--- config.mk ---
export PLATFORM = sky130hd
export DESIGN_NAME = frame_tx_ack_retry_controller_top_flat
export DESIGN_NICKNAME = d
export VERILOG_FILES = /design/src/design/ftarc_pkg.sv /design/src/design/ftarc_req_if.sv /design/src/design/ftarc_res_if.sv /design/src/design/ftarc_ram.sv /design/src/design/frame_tx_ack_retry_controller_top.sv /design/src/flat_wrapper.sv
export SDC_FILE = /design/constraint.sdc
export NUM_CORES = 1
export LEC_CHECK = 0
export ABC_AREA = 1
export BUFFER_PORTS_ARGS = -buffer_cell sky130_fd_sc_hd__buf_2
export CAP_MARGIN = 20
export CORE_MARGIN = 2
export CORE_UTILIZATION = 60
export DETAILED_ROUTE_END_ITERATION = 10
export PLACE_DENSITY = 0.79
export SYNTH_ARGS = -nofsm -noshare
export SYNTH_HDL_FRONTEND = slang
export SYNTH_SLANG_ARGS = --single-unit
--- constraint.sdc ---
create_clock -name i_clk -period 6.8 [get_ports i_clk]
set_input_delay 0.34 -clock i_clk [delete_from_list [all_inputs] [get_ports i_clk]]
set_output_delay 0.34 -clock i_clk [all_outputs]
set_load 0.02 [all_outputs]
--- src/design/ftarc_pkg.sv ---
`default_nettype none
package ftarc_pkg;

    localparam int QUEUE_DEPTH_DEF = 16;
    localparam int TIMER_W         = 24;
    localparam int TMO_W           = 23;
    localparam int RETRY_W         = 3;
    localparam int SEQ_W           = 8;
    localparam int CLASS_W         = 2;
    localparam int ENTRY_W         = SEQ_W + 1 + CLASS_W;
    localparam int CFG_IDX_W       = 2;
    localparam int CFG_DATA_W      = TMO_W;

    localparam logic [TMO_W-1:0]   SEND_TMO_RST    = TMO_W'(4000);
    localparam logic [TMO_W-1:0]   ACK_TMO_RST     = TMO_W'(60);
    localparam logic [RETRY_W-1:0] MAX_RETRIES_RST = RETRY_W'(3);

    localparam logic [CFG_IDX_W-1:0] CFG_SEND_TMO    = 2'd0;
    localparam logic [CFG_IDX_W-1:0] CFG_ACK_TMO     = 2'd1;
    localparam logic [CFG_IDX_W-1:0] CFG_MAX_RETRIES = 2'd2;

    typedef enum logic [1:0] {
        FUNC_POLL    = 2'd0,
        FUNC_ENQUEUE = 2'd1,
        FUNC_ACK     = 2'd2,
        FUNC_WON     = 2'd3
    } t_func;

    typedef enum logic [1:0] {
        ACT_NONE   = 2'd0,
        ACT_LOAD   = 2'd1,
        ACT_RELOAD = 2'd2,
        ACT_REPORT = 2'd3
    } t_action;

    localparam logic [1:0] STAT_SUCCESS  = 2'd0;
    localparam logic [1:0] STAT_NOT_SENT = 2'd1;
    localparam logic [1:0] STAT_NO_ACK   = 2'd2;

    typedef struct packed {
        logic [1:0]         func;
        logic [TIMER_W-1:0] now;
        logic [SEQ_W-1:0]   seq_num;
        logic               want_ack;
        logic [CLASS_W-1:0] frame_class;
    } t_req;

    typedef struct packed {
        logic [1:0]         action;
        logic [SEQ_W-1:0]   out_seq;
        logic [CLASS_W-1:0] out_class;
        logic               out_want_ack;
        logic [1:0]         tx_status;
        logic               clear_radio;
        logic               queue_dropped;
    } t_res;

endpackage
`default_nettype wire

--- src/design/ftarc_req_if.sv ---
`default_nettype none
interface ftarc_req_if;
    import ftarc_pkg::*;
    logic valid;
    logic ready;
    t_req data;
    modport source (output valid, output data, input ready);
    modport sink (input valid, input data, output ready);
endinterface
`default_nettype wire

--- src/design/ftarc_res_if.sv ---
`default_nettype none
interface ftarc_res_if;
    import ftarc_pkg::*;
    logic valid;
    logic ready;
    t_res data;
    modport source (output valid, output data, input ready);
    modport sink (input valid, input data, output ready);
endinterface
`default_nettype wire

--- src/design/ftarc_ram.sv ---
`default_nettype none
module ftarc_ram #(
    parameter int WIDTH = 8,
    parameter int DEPTH = 16
) (
    input  wire logic                     i_clk,
    input  wire logic                     i_we,
    input  wire logic [$clog2(DEPTH)-1:0] i_waddr,
    input  wire logic [WIDTH-1:0]         i_wdata,
    input  wire logic [$clog2(DEPTH)-1:0] i_raddr,
    output logic      [WIDTH-1:0]         o_rdata
);
    logic [WIDTH-1:0] r_mem [DEPTH];

    always_ff @(posedge i_clk) begin
        if (i_we) begin
            r_mem[i_waddr] <= i_wdata;
        end
        o_rdata <= r_mem[i_raddr];
    end
endmodule
`default_nettype wire

--- src/design/frame_tx_ack_retry_controller_top.sv ---
// frame transmit ack and retry controller
// i_req carries one event per request: poll, enqueue, ack received or
// channel won, with the current 24-bit timer value. o_res returns exactly
// one result per request: an action (nothing, load, reload, report) with
// the frame descriptor, status, clear-radio and queue-dropped flags.
// pending frames sit in a queue memory with a registered read; the head
// entry is read at the accept edge and the event is resolved in the
// execute state once the output register is free, so a new request is
// only accepted after the previous one has been resolved.
// a new request is accepted while a finished result still waits in the
// output register; if the receiver stalls, the pending request waits in
// its execute cycle until the output register frees, and i_req.ready
// stays low meanwhile.
// configuration writes (send timeout, ack timeout, retry limit) are taken
// at any edge with i_cfg_wr_en high and must be made while idle.
// synchronous reset empties the queue, sets the transmitter idle with no
// frame in flight and restores the register defaults; no memory clearing
// is needed since only written queue slots are read.
`default_nettype none
module frame_tx_ack_retry_controller_top #(
    parameter int QUEUE_DEPTH = ftarc_pkg::QUEUE_DEPTH_DEF
) (
    input  wire logic                                i_clk,
    input  wire logic                                i_rst_n,
    input  wire logic                                i_cfg_wr_en,
    input  wire logic [ftarc_pkg::CFG_IDX_W-1:0]     i_cfg_index,
    input  wire logic [ftarc_pkg::CFG_DATA_W-1:0]    i_cfg_wdata,
    ftarc_req_if.sink                                i_req,
    ftarc_res_if.source                              o_res
);
    import ftarc_pkg::*;

    localparam int IDX_W = $clog2(QUEUE_DEPTH);
    localparam int CNT_W = $clog2(QUEUE_DEPTH + 1);

    localparam logic [1:0] PH_IDLE    = 2'd0;
    localparam logic [1:0] PH_SENDING = 2'd1;
    localparam logic [1:0] PH_SENT    = 2'd2;

    typedef enum logic {
        ST_WAIT,
        ST_EXEC
    } t_state;

    t_state               r_state;
    t_req                 r_item;
    logic [TMO_W-1:0]     r_send_tmo;
    logic [TMO_W-1:0]     r_ack_tmo;
    logic [RETRY_W-1:0]   r_max_retries;
    logic [1:0]           r_phase,      n_phase;
    logic [IDX_W-1:0]     r_head,       n_head;
    logic [IDX_W-1:0]     r_tail,       n_tail;
    logic [CNT_W-1:0]     r_count,      n_count;
    logic                 r_inf_valid,  n_inf_valid;
    logic [SEQ_W-1:0]     r_inf_seq,    n_inf_seq;
    logic [CLASS_W-1:0]   r_inf_class,  n_inf_class;
    logic [TIMER_W-1:0]   r_stamp,      n_stamp;
    logic [RETRY_W-1:0]   r_retry,      n_retry;
    logic                 r_out_valid;
    t_res                 r_out,        n_out;

    logic                 req_fire;
    logic                 exec_go;
    logic                 ram_we;
    logic [ENTRY_W-1:0]   ram_wdata;
    logic [ENTRY_W-1:0]   ram_rdata;
    logic [TMO_W-1:0]     tmo_sel;
    logic [TIMER_W-1:0]   deadline;
    logic [TIMER_W-1:0]   delta;
    logic                 expired;

    assign req_fire    = i_req.valid && i_req.ready;
    assign i_req.ready = (r_state == ST_WAIT);
    assign exec_go     = (r_state == ST_EXEC) && (!r_out_valid || o_res.ready);
    assign o_res.valid = r_out_valid;
    assign o_res.data  = r_out;

    assign ram_wdata = {r_item.seq_num, r_item.want_ack, r_item.frame_class};

    ftarc_ram #(
        .WIDTH (ENTRY_W),
        .DEPTH (QUEUE_DEPTH)
    ) u_queue (
        .i_clk   (i_clk),
        .i_we    (ram_we),
        .i_waddr (r_tail),
        .i_wdata (ram_wdata),
        .i_raddr (r_head),
        .o_rdata (ram_rdata)
    );

    // modular timeout test on the 24-bit timer
    assign tmo_sel  = (r_phase == PH_SENDING) ? r_send_tmo : r_ack_tmo;
    assign deadline = r_stamp + TIMER_W'(tmo_sel);
    assign delta    = r_item.now - deadline;
    assign expired  = !delta[TIMER_W-1];

    always_comb begin
        n_phase     = r_phase;
        n_head      = r_head;
        n_tail      = r_tail;
        n_count     = r_count;
        n_inf_valid = r_inf_valid;
        n_inf_seq   = r_inf_seq;
        n_inf_class = r_inf_class;
        n_stamp     = r_stamp;
        n_retry     = r_retry;
        n_out       = '0;
        ram_we      = 1'b0;
        case (r_item.func)
            FUNC_POLL: begin
                if ((r_phase == PH_SENDING || r_phase == PH_SENT) && expired) begin
                    if (!r_inf_valid) begin
                        n_phase           = PH_IDLE;
                        n_out.clear_radio = 1'b1;
                    end else if (r_retry < r_max_retries) begin
                        n_stamp            = r_item.now;
                        n_retry            = r_retry + 1'b1;
                        n_phase            = PH_SENDING;
                        n_out.action       = ACT_RELOAD;
                        n_out.out_seq      = r_inf_seq;
                        n_out.out_class    = r_inf_class;
                        n_out.out_want_ack = 1'b1;
                    end else begin
                        n_out.action      = ACT_REPORT;
                        n_out.out_seq     = r_inf_seq;
                        n_out.out_class   = r_inf_class;
                        n_out.tx_status   = (r_phase == PH_SENDING) ? STAT_NOT_SENT
                                                                    : STAT_NO_ACK;
                        n_out.clear_radio = 1'b1;
                        n_inf_valid       = 1'b0;
                        n_phase           = PH_IDLE;
                    end
                end else if (r_phase != PH_SENDING && r_phase != PH_SENT &&
                             r_count != '0) begin
                    n_head             = (r_head == IDX_W'(QUEUE_DEPTH - 1)) ? '0
                                                                             : r_head + 1'b1;
                    n_count            = r_count - 1'b1;
                    n_phase            = PH_SENDING;
                    n_stamp            = r_item.now;
                    n_retry            = '0;
                    n_inf_valid        = ram_rdata[CLASS_W];
                    n_inf_seq          = ram_rdata[ENTRY_W-1:CLASS_W+1];
                    n_inf_class        = ram_rdata[CLASS_W-1:0];
                    n_out.action       = ACT_LOAD;
                    n_out.out_seq      = ram_rdata[ENTRY_W-1:CLASS_W+1];
                    n_out.out_class    = ram_rdata[CLASS_W-1:0];
                    n_out.out_want_ack = ram_rdata[CLASS_W];
                end
            end
            FUNC_ENQUEUE: begin
                if (r_count == CNT_W'(QUEUE_DEPTH)) begin
                    n_out.queue_dropped = 1'b1;
                end else begin
                    ram_we  = exec_go;
                    n_tail  = (r_tail == IDX_W'(QUEUE_DEPTH - 1)) ? '0 : r_tail + 1'b1;
                    n_count = r_count + 1'b1;
                end
            end
            FUNC_ACK: begin
                if (r_inf_valid && r_inf_seq == r_item.seq_num) begin
                    n_out.action      = ACT_REPORT;
                    n_out.out_seq     = r_inf_seq;
                    n_out.out_class   = r_inf_class;
                    n_out.tx_status   = STAT_SUCCESS;
                    n_out.clear_radio = 1'b1;
                    n_inf_valid       = 1'b0;
                    n_phase           = PH_IDLE;
                end
            end
            default: begin
                n_phase = r_inf_valid ? PH_SENT : PH_IDLE;
            end
        endcase
    end

    always_ff @(posedge i_clk) begin
        if (!i_rst_n) begin
            r_state       <= ST_WAIT;
            r_item        <= '0;
            r_send_tmo    <= SEND_TMO_RST;
            r_ack_tmo     <= ACK_TMO_RST;
            r_max_retries <= MAX_RETRIES_RST;
            r_phase       <= PH_IDLE;
            r_head        <= '0;
            r_tail        <= '0;
            r_count       <= '0;
            r_inf_valid   <= 1'b0;
            r_inf_seq     <= '0;
            r_inf_class   <= '0;
            r_stamp       <= '0;
            r_retry       <= '0;
            r_out_valid   <= 1'b0;
            r_out         <= '0;
        end else begin
            if (i_cfg_wr_en) begin
                unique case (i_cfg_index)
                    CFG_SEND_TMO:    r_send_tmo    <= i_cfg_wdata[TMO_W-1:0];
                    CFG_ACK_TMO:     r_ack_tmo     <= i_cfg_wdata[TMO_W-1:0];
                    CFG_MAX_RETRIES: r_max_retries <= i_cfg_wdata[RETRY_W-1:0];
                    default: begin
                    end
                endcase
            end
            if (o_res.ready && !exec_go) begin
                r_out_valid <= 1'b0;
            end
            unique case (r_state)
                ST_WAIT: begin
                    if (req_fire) begin
                        r_item  <= i_req.data;
                        r_state <= ST_EXEC;
                    end
                end
                ST_EXEC: begin
                    if (exec_go) begin
                        r_phase     <= n_phase;
                        r_head      <= n_head;
                        r_tail      <= n_tail;
                        r_count     <= n_count;
                        r_inf_valid <= n_inf_valid;
                        r_inf_seq   <= n_inf_seq;
                        r_inf_class <= n_inf_class;
                        r_stamp     <= n_stamp;
                        r_retry     <= n_retry;
                        r_out       <= n_out;
                        r_out_valid <= 1'b1;
                        r_state     <= ST_WAIT;
                    end
                end
                default: r_state <= ST_WAIT;
            endcase
        end
    end
endmodule
`default_nettype wire

--- src/flat_wrapper.sv ---
// flat-port wrapper written by rule: the top's interface ports become plain ports
module frame_tx_ack_retry_controller_top_flat import ftarc_pkg::*;
#(
    parameter int QUEUE_DEPTH = ftarc_pkg::QUEUE_DEPTH_DEF
)
  (i_clk, i_rst_n, i_cfg_wr_en, i_cfg_index, i_cfg_wdata, i_req_valid, i_req_data, i_req_ready, o_res_valid, o_res_data, o_res_ready);
  ftarc_req_if i_req_i ();
  ftarc_res_if o_res_i ();
  input  wire logic i_clk;
  input  wire logic i_rst_n;
  input  wire logic i_cfg_wr_en;
  input  wire logic [ftarc_pkg::CFG_IDX_W-1:0] i_cfg_index;
  input  wire logic [ftarc_pkg::CFG_DATA_W-1:0] i_cfg_wdata;
  input wire logic [$bits(i_req_i.valid)-1:0] i_req_valid;
  input wire logic [$bits(i_req_i.data)-1:0] i_req_data;
  output wire logic [$bits(i_req_i.ready)-1:0] i_req_ready;
  output wire logic [$bits(o_res_i.valid)-1:0] o_res_valid;
  output wire logic [$bits(o_res_i.data)-1:0] o_res_data;
  input wire logic [$bits(o_res_i.ready)-1:0] o_res_ready;
  assign i_req_i.valid = i_req_valid;
  assign i_req_i.data = i_req_data;
  assign i_req_ready = i_req_i.ready;
  assign o_res_valid = o_res_i.valid;
  assign o_res_data = o_res_i.data;
  assign o_res_i.ready = o_res_ready;
  frame_tx_ack_retry_controller_top #(.QUEUE_DEPTH(QUEUE_DEPTH)) u_core (.i_clk(i_clk), .i_rst_n(i_rst_n), .i_cfg_wr_en(i_cfg_wr_en), .i_cfg_index(i_cfg_index), .i_cfg_wdata(i_cfg_wdata), .i_req(i_req_i), .o_res(o_res_i));
endmodule
# Word-level counts from Yosys, hierarchy flattened
# Memories as Yosys holds them, arrays and structs flattened. A register that Yosys moved wholly into a read port is not among the register bits.
# Cells that the tools add are included.
# W data, S select, Z words.
# totals
ff_bits,158
mem_bits_rw,176
inputBits,67
elab_cells,140
mem_count,1
# memory_table
name,words,word_bits,read_ports,rd_clocked_by_memory_dff,write_ports,line,source
u_core.u_queue.r_mem,16,11,1,1,1,ftarc_ram.sv:13,logic [WIDTH-1:0] r_mem [DEPTH];
# op_classes
n_addsub,7
order_cmp,1
eq_ne,19
n_mux,53
n_bitwise,4
reduce_logical,29
# op_table
operator,count
$mux W24,4
$add A24 B23 Y24,1
$mux W12,2
$pmux W12 S2,1
$sub A24 B24 Y24,1
$mux W23,1
$mux W1,20
$mux W3,6
$mux W15,1
$mux W5,3
$reduce_and A5 Y1,3
$mux W13,1
$mux W2,6
$reduce_and A6 Y1,2
$mux W11,1
$pmux W5 S2,1
$reduce_and A2 Y1,5
$add A4 B1 Y4 const B,2
$eq A4 B4 Y1 const B,2
$eq A8 B8 Y1,1
$mux W4,2
$ne A2 B1 Y1 const B,4
$ne A2 B2 Y1 const B,4
$logic_and A1 B1 Y1,7
other kinds (18),32

# Depth between registers and ports, before layout
# depth
word_depth,8
depth_mapped,26

# By module
# Synthesis repeated with hierarchy kept, for this count alone.
# unflattened
cells_unflattened,1817
hier_area_um2,15686.3
# modules_own_cells
mod,n_inst,cells_per_inst,area_per_inst_um2,seq_area_each_um2
ftarc_ram,1,747,7848.8,5505.3
frame_tx_ack_retry_controller_top,1,1070,7837.5,3163.0

# Worst setup path after synthesis
# OpenSTA, ideal clock, no wires.
# synth_path
path_type,register to register
from,register u_core.r_phase[1]
to,register u_core.r_retry[0]
setup_time_ns,0.115
t_arrival_ns,3.316
required_ns,6.685
setup_slack_ns,3.369
stages_incl_launch_ff,20
period_less_slack_ns,3.431
path_cell_list,dfxtp_1 -> inv_1 -> ha_1 -> clkbuf_1 -> buf_1 -> mux2i_1 -> fa_1 -> ha_1 -> nand2_2 -> inv_1 -> nand2_1 -> nand2_1 -> a21oi_1 -> nand3_1 -> nand2_1 -> nand4_1 -> buf_4 -> buf_4 -> a21oi_1 -> nor2_1
# synth_via
elab_chain_len,8
elab_cells_between_ends,17
# synth_rtl
element,line,source
start: declaration,frame_tx_ack_retry_controller_top.sv:50,"logic [1:0] r_phase, n_phase;"
start signal: assignment,frame_tx_ack_retry_controller_top.sv:217,r_phase <= n_phase;
$eq A2 B1 Y1,"frame_tx_ack_retry_controller_top.sv:93, frame_tx_ack_retry_controller_top.sv:112",
$mux W23,frame_tx_ack_retry_controller_top.sv:93,assign tmo_sel = (r_phase == PH_SENDING) ? r_send_tmo : r_ack_tmo;
$add A24 B23 Y24,frame_tx_ack_retry_controller_top.sv:94,assign deadline = r_stamp + TIMER_W'(tmo_sel);
$sub A24 B24 Y24,frame_tx_ack_retry_controller_top.sv:95,assign delta = r_item.now - deadline;
$logic_not A1 Y1,frame_tx_ack_retry_controller_top.sv:96,assign expired = !delta[TIMER_W-1];
$logic_and A1 B1 Y1,frame_tx_ack_retry_controller_top.sv:112,if ((r_phase == PH_SENDING || r_phase == PH_SENT) && expired) begin
"$ne A2 B1 Y1 (no source line), or another cell as far along",--,
$reduce_and A6 Y1 (no source line),--,
end signal: assignment,frame_tx_ack_retry_controller_top.sv:225,r_retry <= n_retry;
end: declaration,frame_tx_ack_retry_controller_top.sv:58,"logic [RETRY_W-1:0] r_retry, n_retry;"
# Several ways; a longest one is shown, not always the timed one.
# A chain may end at the register's enable or synchronous reset.

# Final worst setup path
# layout_path
from,register u_core.r_phase[0]
to,register u_core.r_stamp[22]
# layout_via
elab_chain_len,8
elab_cells_between_ends,17
# layout_rtl
element,line,source
$eq A2 B1 Y1,"frame_tx_ack_retry_controller_top.sv:93, frame_tx_ack_retry_controller_top.sv:112",
$mux W23,frame_tx_ack_retry_controller_top.sv:93,
$add A24 B23 Y24,frame_tx_ack_retry_controller_top.sv:94,
$sub A24 B24 Y24,frame_tx_ack_retry_controller_top.sv:95,
$logic_not A1 Y1,frame_tx_ack_retry_controller_top.sv:96,
$logic_and A1 B1 Y1,frame_tx_ack_retry_controller_top.sv:112,
"$ne A2 B1 Y1 (no source line), or another cell as far along",--,
$reduce_and A6 Y1 (no source line),--,
end signal: assignment,frame_tx_ack_retry_controller_top.sv:224,r_stamp <= n_stamp;
end: declaration,frame_tx_ack_retry_controller_top.sv:57,"logic [TIMER_W-1:0] r_stamp, n_stamp;"
# Several ways; a longest one is shown, not always the timed one.

==> summary.md <==
| Metric | Value |
|---|---|
| Post-synthesis sequential area ratio | approximately 58% |
| Mapped Cells | between 1500 and 2000 |
| Final Wtd Congestion | 0.842 |
| Fin. Hold Viols | 0 |
| Synth unique cells | 40 |
| TritonCTS clock tree | done |
| Setup crit start kind | flop |
| Worst hold slack | 0.0401 ns |
| Die width | about 160 microns |
| Reg clk slew, reported paths | ~0.06 ns |
| # rows | 57 |
| CTS H-Tree Depth | 2 |
| Share of cells above drive strength 1 | approximately 13% |
| Crit Path Max Fanout | 32 |
| Post-synth top cells | nor2_1 (298), nand2_1 (210), edfxtp_1 (176) |
| RSZ-0062 raised after global routing | false |
| Max-slew violation count | 0 |
| Synth area leaders | edfxtp_1 (35%), dfxtp_1 (23%), nor2_1 (7.5%) |
| Total Routing Usage GR | a little over a quarter |
| Syn nets | 1663 |
| Synthesized cell area | 14900 sq um |
| Final wirelength | ~35 mm |
| Largest net degree at the start of global routing | between 90 and 100 |
| Leading area contributor after synthesis | edfxtp_1 |
| First-pass GRT wire length | roughly 55 mm |
| Crit Path Class | flop to flop |
| Final instance area | ~17000 sq um |
| Final Setup Violations | 0 |
| Final HPWL DP | approximately 22 mm |
| Dominant synthesized flop cell | edfxtp_1 |
| Post-DR wirelength/cell | roughly 18 microns |
| Die Ht | ~160 microns |
| Initial antenna violation count | 0 |
| Nature of the critical path endpoint | flop |
| Status | completed |
| Syn Area/Cell | about 9.7 sq um |
| Max Clock Skew | about 0.013 ns |
| Worst skew pair latency | 0.51 ns |
| Power Density | 302 nW/um^2 |
| Placed insts | ~1900 |
| Max transition margin | between 20% and 30% |
| Post-synth EDFFs | roughly 180 |
| Share of the synthesized area in the top cell type | around 35% |
| Non-Filler Instances | 1952 |
| Post-CTS sizing | 0 |
| Vias in the first global route | 10800 |
| Crit path largest cell delay | around 0.6 ns |
| Slew @ Worst Pin | about 1.1 ns |
| Vias per cell | between 5 and 6 |
| Hold buffers post-CTS | 0 |
| I/O pin cnt | 86 |
| Ys async rst share | 0% |
| DIE AREA | roughly 26000 sq um |
| Most used cell, CP | nand2_1 |
| Total clock sinks | roughly 350 |
| Root buf cell | clkbuf_16 |
| Number of synthesized register bits | 345 |
| Initial Util | 61.2% |
| CTS Buffer Depth | 3 |
| Arrival @ worst endpoint | around 5.0 ns |
| CP bufs+invs | 4 |
| DRT antenna net count | 0 |
| Clock buffer count from CTS | 36 |
| Max Clock Freq | 0.217 GHz |
| Area grow syn2layout | 12.6% |
| Core ar. | 24400 sq um |
| Critical-path top delay cell | ha_1 |
| CP Cell Sequence | ha_1 > inv_1 > nand2_1 > nand2_1 > fa_1 > inv_1 > ha_1 > a21o_1 > nor2_1 > nand2_1 > nand2_1 > nand3_1 > nand2_1 > nand4_1 > buf_6 > buf_4 > a21oi_1 > nor2_1 |
| Leakage power | 6.63 nW |
| Total of max-cap violations | 0 |
| Post-CTS setup buffer count | 0 |
| Cell family with most CP delay | adder cells |
| DRC | 0 |
| Inserted Diodes | 0 |
| Yosys warnings | 0 |
| Max VDD drop | between 0.0002 and 0.00025 V |
| Fin crit share | between 60 and 70% |
| Fin nets | between 1500 and 2000 |
| WP data required | approximately 7 ns |
| Buffers added on ports | 85 |
| Worst hold-check path type | input port to flop |
| Top-count cell post-synth | nor2_1 |
| DRT Pass-1 Iters | 5 |
| Area post-placement | around 16000 sq um |
| Via count | roughly 11000 |
| Setup TNS | 0 ns |
| Post-layout minimum cycle time | 4.61 ns |
| Iteration-0 DRC Markers | 1201 |
| Congestion Overflow GR | 0 |
-- worst min-delay path, stage by stage --
cell and delay (ns):
buf_2 0.09, nand2_1 0.05, nand3_1 0.05
-- cell usage in the layout (no fill, tap or decap), drive strengths merged, types with 2 or more instances in the layout --
cell type,Yosys,final
nor2,299,299
nand2,212,212
edfxtp,176,176
dfxtp,169,169
o21ai,146,146
inv,118,121
buf,27,113
a21oi,80,80
nand3,75,75
clkbuf,59,48
ha,36,36
o32ai,33,33
mux2i,22,22
fa,22,22
o211ai,12,12
clkinv,2,12
o221ai,11,11
a32oi,10,10
nor3,7,7
xor2,6,6
xnor2,3,3
nand4,3,3
a21o,2,2
bufinv,0,2
-- sequential cells by signal, indices dropped and copies added, names as in the netlist --
signal,count
u_core.r_send_tmo,23
u_core.r_count,5
u_core.o_res.valid,1
u_core.r_inf_class,2
u_core.r_inf_valid,1
u_core.r_inf_seq,8
u_core.r_stamp,24
u_core.r_ack_tmo,23
u_core.o_res.data,17
u_core.r_item,37
u_core.u_queue.o_rdata,11
u_core.r_head,4
u_core.r_state,1
u_core.u_queue.r_mem,176
u_core.r_phase,2
u_core.r_tail,4
u_core.r_max_retries,3
u_core.r_retry,3
-- kinds of logic (layout without fill, tap and decap cells) --
kind of cell	after synthesis	after routing	synth area share [%]
buffers and inverters	206	296	5.72
AO/OA/AOI/OAI	299	299	11.7
flip-flops	345	345	58.0
XOR/XNOR	9	9	0.528
adder cells (fa/ha/maj)	58	58	5.96
AND/OR/NAND/NOR	599	599	16.6
multiplexers	22	22	1.47
-- per-stage QoR --
| step | setup WS (ns) | utilization, % | total power, mW |
|---|---|---|---|
| 4_1_cts | 1.70 | 68.6 | 5.09 |
| 6_report | 2.19 | 69.0 | 5.08 |
| 2_1_floorplan | 3.37 | - | 2.92 |
| 3_5_place_dp | 1.71 | 63.7 | 3.12 |
| 3_3_place_gp | 2.03 | 63.6 | 3.09 |
| 5_1_grt | 1.80 | 69.0 | 5.28 |
-- report_power, final --
part	switching (mW)	total, mW	internal (mW)
clock network	0.792	1.98	1.18
registers	0.0694	2.35	2.28
logic	0.488	0.753	0.265
total	1.35	5.08	3.73
-- final timing paths --
check	startpoint	to	slack, ns	cells after the start
max	u_core.r_phase[0]	u_core.r_stamp[22]	2.19	18
min	i_cfg_wdata[4]	u_core.r_ack_tmo[4]	0.04	3
max reg2reg	u_core.r_phase[0]	u_core.r_stamp[22]	2.19	18
min reg2reg	u_core.r_inf_seq[7]	u_core.o_res.data[14]	0.46	2
-- final cells by class --
class                           count  area, sq um
Clock buffer                       48         1070
Clock inverter                     15          139
Fill cell                        1843         7570
Inverter                          120          450
Multi-Input combinational cell    987         5430
Sequential cell                   345         8670
Tap cell                          324          405
Timing Repair Buffer              113          654
-- per-layer routing --
metal	GRT usage, %	wire length (microns)	up-vias
met3	5.54	3070	69
met5	0	0	-
li1	-	-	5356
met1	37.8	14700	5391
met2	41.1	16000	465
met4	9.61	1040	0
(Power assumes the default switching activity.)
